**src/hdl/csmv_pkg.sv**
```systemverilog
// shared types, sizes and codes for the csr sparse matrix vector engine
package csmv_pkg;

    localparam int MAX_ROWS     = 1024;
    localparam int MAX_NONZEROS = 4096;
    localparam int MAX_COLS     = 1024;

    localparam int ROW_W  = 10;
    localparam int COL_W  = 10;
    localparam int VAL_W  = 32;
    localparam int DOT_W  = 64;
    localparam int CFG_W  = 11;
    localparam int DATA_W = 32;
    localparam int CFG_AW = 3;

    localparam int RS_DEPTH = MAX_ROWS + 1;
    localparam int RS_AW    = $clog2(RS_DEPTH);
    localparam int NZ_AW    = $clog2(MAX_NONZEROS);
    localparam int VEC_AW   = $clog2(MAX_COLS);
    localparam int CNT_W    = $clog2(MAX_NONZEROS + 1);
    localparam int NZ_W     = COL_W + VAL_W;

    // register index taken from paddr[2]
    localparam logic REG_NUM_ROWS = 1'b0;
    localparam logic REG_NUM_COLS = 1'b1;

    typedef enum logic [1:0] {
        ACT_CLEAR     = 2'd0,
        ACT_INSERT    = 2'd1,
        ACT_VEC_WRITE = 2'd2,
        ACT_DOT       = 2'd3
    } csmv_action_t;

    typedef enum logic [1:0] {
        STATUS_OK    = 2'd0,
        STATUS_FULL  = 2'd1,
        STATUS_RANGE = 2'd2
    } csmv_status_t;

    typedef struct packed {
        csmv_action_t             action;
        logic [ROW_W-1:0]         row;
        logic [COL_W-1:0]         col;
        logic signed [VAL_W-1:0]  value;
    } csmv_cmd_t;

    typedef struct packed {
        csmv_status_t             status;
        logic signed [DOT_W-1:0]  dot;
    } csmv_rsp_t;

    typedef enum logic [5:0] {
        S_IDLE    = 6'b000001,
        S_CLEAR   = 6'b000010,
        S_INSERT  = 6'b000100,
        S_DOT_LO  = 6'b001000,
        S_DOT_HI  = 6'b010000,
        S_DOT_RUN = 6'b100000
    } csmv_state_t;

    typedef struct packed {
        logic clear;
        logic valid;
    } csmv_mac_ctrl_t;

endpackage

```
**src/hdl/csmv_mac.sv**
```systemverilog
// shared multiply and saturating accumulate unit for the row dot product
module csmv_mac
    import csmv_pkg::*;
(
    input  logic                     clk,
    input  logic                     rst_n,
    input  csmv_mac_ctrl_t           ctrl,
    input  logic signed [VAL_W-1:0]  mat_val,
    input  logic signed [VAL_W-1:0]  vec_val,
    output logic                     busy,
    output logic signed [DOT_W-1:0]  acc
);

    logic                     prod_valid_reg;
    logic signed [DOT_W-1:0]  prod_reg;
    logic signed [DOT_W-1:0]  prod_next;
    logic signed [DOT_W-1:0]  acc_reg;
    logic signed [DOT_W-1:0]  acc_next;
    logic [DOT_W:0]           sum;

    assign prod_next = DOT_W'(mat_val) * DOT_W'(vec_val);
    assign sum       = {acc_reg[DOT_W-1], acc_reg} + {prod_reg[DOT_W-1], prod_reg};

    always_comb
    begin
        acc_next = acc_reg;
        priority if (ctrl.clear)
        begin
            acc_next = '0;
        end
        else if (prod_valid_reg)
        begin
            // clamp when the extra sign bit disagrees with the top bit
            if (sum[DOT_W] != sum[DOT_W-1])
            begin
                acc_next = sum[DOT_W] ? {1'b1, {(DOT_W-1){1'b0}}} : {1'b0, {(DOT_W-1){1'b1}}};
            end
            else
            begin
                acc_next = sum[DOT_W-1:0];
            end
        end
        else
        begin
            acc_next = acc_reg;
        end
    end

    always_ff @(posedge clk or negedge rst_n)
    begin
        if (!rst_n)
        begin
            prod_valid_reg <= 1'b0;
        end
        else
        begin
            prod_valid_reg <= ctrl.valid;
        end
    end

    always_ff @(posedge clk)
    begin
        prod_reg <= prod_next;
        acc_reg  <= acc_next;
    end

    assign busy = prod_valid_reg;
    assign acc  = acc_reg;

endmodule

```
**config.mk**
```make
export PLATFORM = sky130hd
export DESIGN_NAME = csmv_mac
export DESIGN_NICKNAME = d
export VERILOG_FILES = /design/src/hdl/csmv_pkg.sv /design/src/hdl/csmv_mac.sv
export SDC_FILE = /design/constraint.sdc
export NUM_CORES = 2
export LEC_CHECK = 0
export ABC_CLOCK_PERIOD_IN_PS = 4800
export CORE_MARGIN = 2
export CORE_UTILIZATION = 40
export DETAILED_ROUTE_END_ITERATION = 8
export DONT_BUFFER_PORTS = 1
export PLACE_DENSITY = 0.55
export SLEW_MARGIN = 0
export SYNTH_ARGS = -nofsm -noshare
export SYNTH_HDL_FRONTEND = slang
export SYNTH_SLANG_ARGS = --single-unit
```
**constraint.sdc**
```tcl
create_clock -name clk -period 4.8 [get_ports clk]
set_input_delay 0 -clock clk [delete_from_list [all_inputs] [get_ports clk]]
set_output_delay 0 -clock clk [all_outputs]
set_load 0.02 [all_outputs]
```
Yosys cells after proc, flatten, opt, wreduce, memory -nomap -nowiden:

Cells that the tools add are included.

* flip-flop bits (word level): 129
* output and inout bits: 65

* add/subtract/negate cells: 1
* multiply operators: 1
* equal/unequal tests: 1
* multiplexer cells: 2

Operator list (count)
* 64-bit 2-to-1 mux: 2
* 64-bit by 64-bit adder with 65-bit output: 1
* 32-bit by 32-bit multiplier with 64-bit output: 1
* 1-bit inequality test: 1

Logic depth before layout (Yosys ltp):

* depth after elaboration: 3
* depth in mapped cells: 31
* gate-level depth less buffers: 30

Least setup slack after synthesis:

OpenSTA, ideal clock, no wires.

* path kind: in2reg
* from: input port mat_val[31]
* to: register prod_reg[63]
* library setup time: 0.072 ns
* arrival: 7.462 ns
* data required time: 4.728 ns
* setup slack: -2.734 ns
* stages: 27
* path buffers: 1
* cell sequence: clkbuf_1 > nand2_1 > inv_1 > fa_1 > inv_1 > fa_1 > inv_1 > fa_1 > fa_1 > inv_1 > fa_1 > inv_1 > fa_1 > fa_1 > fa_1 > ha_1 > nand2_1 > nand2b_1 > a21oi_1 > nor4b_1 > and4_1 > a21oi_1 > a221o_1 > a21oi_1 > o21ai_0 > a21oi_1 > xnor2_1

* cells in the longest elaborated chain, start to end: 1

RTL lines
* from (decl): line csmv_mac.sv:8 `input logic signed [VAL_W-1:0] mat_val,`
* 32-bit by 32-bit multiplier with 64-bit output: line csmv_mac.sv:21 `assign prod_next = DOT_W'(mat_val) * DOT_W'(vec_val);`
* net prod_next[63]: line csmv_mac.sv:16 `logic signed [DOT_W-1:0] prod_next;`
* to (signal assigned): line csmv_mac.sv:63 `prod_reg <= prod_next;`
* to (decl): line csmv_mac.sv:15 `logic signed [DOT_W-1:0] prod_reg;`

The timed path passes the listed nets, and every way through them passes these cells.
A chain may end at the register's enable or synchronous reset.

Worst setup path in the final report:

Same ends and word-level chain as after synthesis.

==> run_results.csv <==
group,metric,value,unit
finish,multi_input_area,37400,sq um
global_routing,grt_pass1_vias,35100,
routing,drc,0,
timing,skew,0.0115,ns
clocking,cts.sinks,129,
routing,first_iter_violations,1593,
finish,fillers,10500,
critical_path,crit_path_start_kind,"input pin",
finish,drive_above_1_share,12.3,%
floorplanning,placeableCoreArea,108000,sq um
logic_synthesis,yosysTopAreaCellShare,49.8,%
logic_synthesis,synthesis.area,43500,sq um
placed_design,numPortBuffers,0,
critical_path,critPathArrivalTime,6.80,ns
run_status,status,"finished, violations left",
logic_synthesis,yosysMostFrequentCell,"fa_1",
clocking,cts_max_level,4,
critical_path,slowest_delay,0.56,ns
global_routing,track_usage,22.9,%
routing,wirelength,124,mm
timing,finalMaxSlewViolations,0,
clocking,insertion_delay,0.44,ns
critical_path,crit_family,"adder cells",
critical_path,crit_buf_inv,9,
logic_synthesis,ys_ff_latch,129,
logic_synthesis,ys_seq_area_share,5.95,%
timing,min_period_over_period,134,%
floorplanning,die_area,111000,sq um
timing,fmax,156,MHz
placed_design,gp_congestion,0.870,
floorplanning,start_util,40.5,%
critical_path,crit_slowest_cell,"fa_1",
global_routing,grt_overflow_total,0,
clocking,cts-buffers-inserted,17,
logic_synthesis,synthFlopType,"dfxtp_1",
global_routing,antenna_found_initial,1,
placed_design,post-place-ws,-2.33,ns
routing,routedWlPerCell,19.8,um
global_routing,grt_pass1_wl,199,mm
logic_synthesis,async_flop_share,0.775,%
run_status,violations,"setup timing",
finish,seq_area,2590,sq um
timing,tightest_slew,0.870,ns
critical_path,crit_required,5.17,ns
logic_synthesis,synth_fp_nets,6182,
logic_synthesis,yosys.area.top_type,"fa_1",
critical_path,path_class,"in -> reg",
clocking,cts_tree,"done",
routing,num_vias,31900,
placed_design,dp.final_hpwl,98.7,mm
finish,syn2layout_area_growth,11.9,%
clocking,clockBufferDepth,2,
critical_path,cp-end-kind,"register",
routing,ant_nets,0,
finish,final_nets,6234,
routing,drt-pass1-iter-count,5,
timing,setup_viol,48,
logic_synthesis,ys_types,72,
clocking,clkTransAtPathRegs,0.06,ns
logic_synthesis,syn-mean-instance-area,9.10,sq um
floorplanning,rows,120,
floorplanning,die_width,334,um
floorplanning,die_h,334,um
hold_path,min_path_type,"in -> reg",
timing,timing.max_slew.rel_slack,41.6,%
flow_run,drv_cap,0,
global_routing,grt_max_degree,70,
finish,fin_util,45.3,%
logic_synthesis,synthCells,4783,
timing,grt_setup_unrepaired,"true",
logic_synthesis,synth_area_leaders,"fa_1 (50%), inv_1 (9.0%), and2_1 (7.2%), ha_1 (7.1%), dfxtp_1 (5.9%)",
critical_path,worstPathMaxFanout,32,
floorplanning,io_pins,133,
logic_synthesis,synth_edf_count,0,
clocking,root_buffer,"clkbuf_16",
logic_synthesis,synth.top_cells.by_count,"fa_1 (1083), inv_1 (1047), nand2_1 (601)",
critical_path,crit_path_frequent_cell,"fa_1",
timing,fin_ws,-1.63,ns
timing,final_hold_viol_count,0,
timing,hold_ws,0.0252,ns
routing,vias_per_cell,5.11,
logic_synthesis,ys.warnings.count,0,
timing,min_period,6.43,ns
worst paths after layout:
| check | from | endpoint | slack [ns] | cells after the start |
|---|---|---|---|---|
| setup reg to reg | acc[42] | acc[62] | 0.25 | 14 |
| setup / recovery | mat_val[31] | prod_reg[63] | -1.63 | 29 |
| hold reg to reg | acc[4] | acc[4] | 0.61 | 2 |
| min in group asynchronous | rst_n | busy | 0.30 | 2 |
| hold / removal | vec_val[2] | prod_reg[2] | 0.03 | 3 |
| max in group asynchronous | rst_n | busy | 4.39 | 2 |
layout make-up:
class                           instances  share of cell area (%)
Multi-Input combinational cell       3349                    76.8
Inverter                             1048                    8.09
Sequential cell                       129                    5.32
Timing Repair Buffer                  290                    4.94
Tap cell                             1403                    3.61
Clock buffer                           19                   0.910
Clock inverter                         13                   0.314
Antenna cell                            2                  0.0103
cell usage in the layout, fill, tap and decap left out, types with 25 or more instances in the layout:
master and instances:
fa_1 1044, inv_1 1000, nand2_1 586, and2_1 478, buf_4 239, ha_1 216, dfxtp_1 128, a21oi_1 114
nor2_1 109, xnor2_1 83, a21o_1 71, nand3_1 55, o21ai_0 50, inv_2 46, a31oi_1 39, fa_2 39
xor2_1 37, buf_6 35, nor3_1 31, ha_4 31, nand4_1 29, a21oi_2 28, and2_4 25
tightest hold or removal path: cells and delay by family:
family        cells  cell delay, ns
fa+ha+maj         2            0.27
simple gates      1            0.15
per-layer routing:
| metal | global-route usage (%) | vias to the layer above | routed length (um) | part of all wire [%] |
|---|---|---|---|---|
| li1 | - | 14300 | - | - |
| met2 | 42.1 | 654 | 66100 | 53 |
| met3 | 2.10 | 167 | 4860 | 3.9 |
| met4 | 6.87 | 0 | 4060 | 3.3 |
| met5 | 0 | - | 0 | 0 |
| met1 | 28.5 | 16800 | 48800 | 39 |
cells by family after synthesis:
| family | Yosys count | synth area share [%] |
|---|---|---|
| AO/OA/AOI/OAI | 467 | 6.98 |
| XOR/XNOR | 130 | 2.62 |
| adder cells (fa/ha/maj) | 1333 | 57.0 |
| buffers and inverters | 1305 | 11.3 |
| flip-flops | 129 | 5.95 |
| multiplexers | 1 | 0.0230 |
| AND/OR/NAND/NOR | 1418 | 16.1 |
repair_timing:
action | in CTS | in global routing
hold endpoints to repair | 69 | 0
gates resized for setup | 145 | 117
cloned | 0 | 0
pin swaps | 152 | 81
endpoints found under the setup margin | 47 | 51
hold buffers | 12 | 0
buffers inserted | 28 | 22
through the flow:
| stage | instances | setup TNS [ns] | area, sq um |
|---|---|---|---|
| 5_1_grt | 6251 | -64.02 | 48700 |
| 4_1_cts | 6238 | -54.25 | 48100 |
| 2_1_floorplan | 4783 | -64.08 | 44300 |
| 3_3_place_gp | 6171 | -80.29 | 46600 |
| 6_report | 6253 | -55.86 | 48700 |
| 3_5_place_dp | 6171 | -81.22 | 46600 |
Power is left out: the tool's default activity adds up to more than one toggle a clock period on the data nets, which glitch-free logic cannot reach.
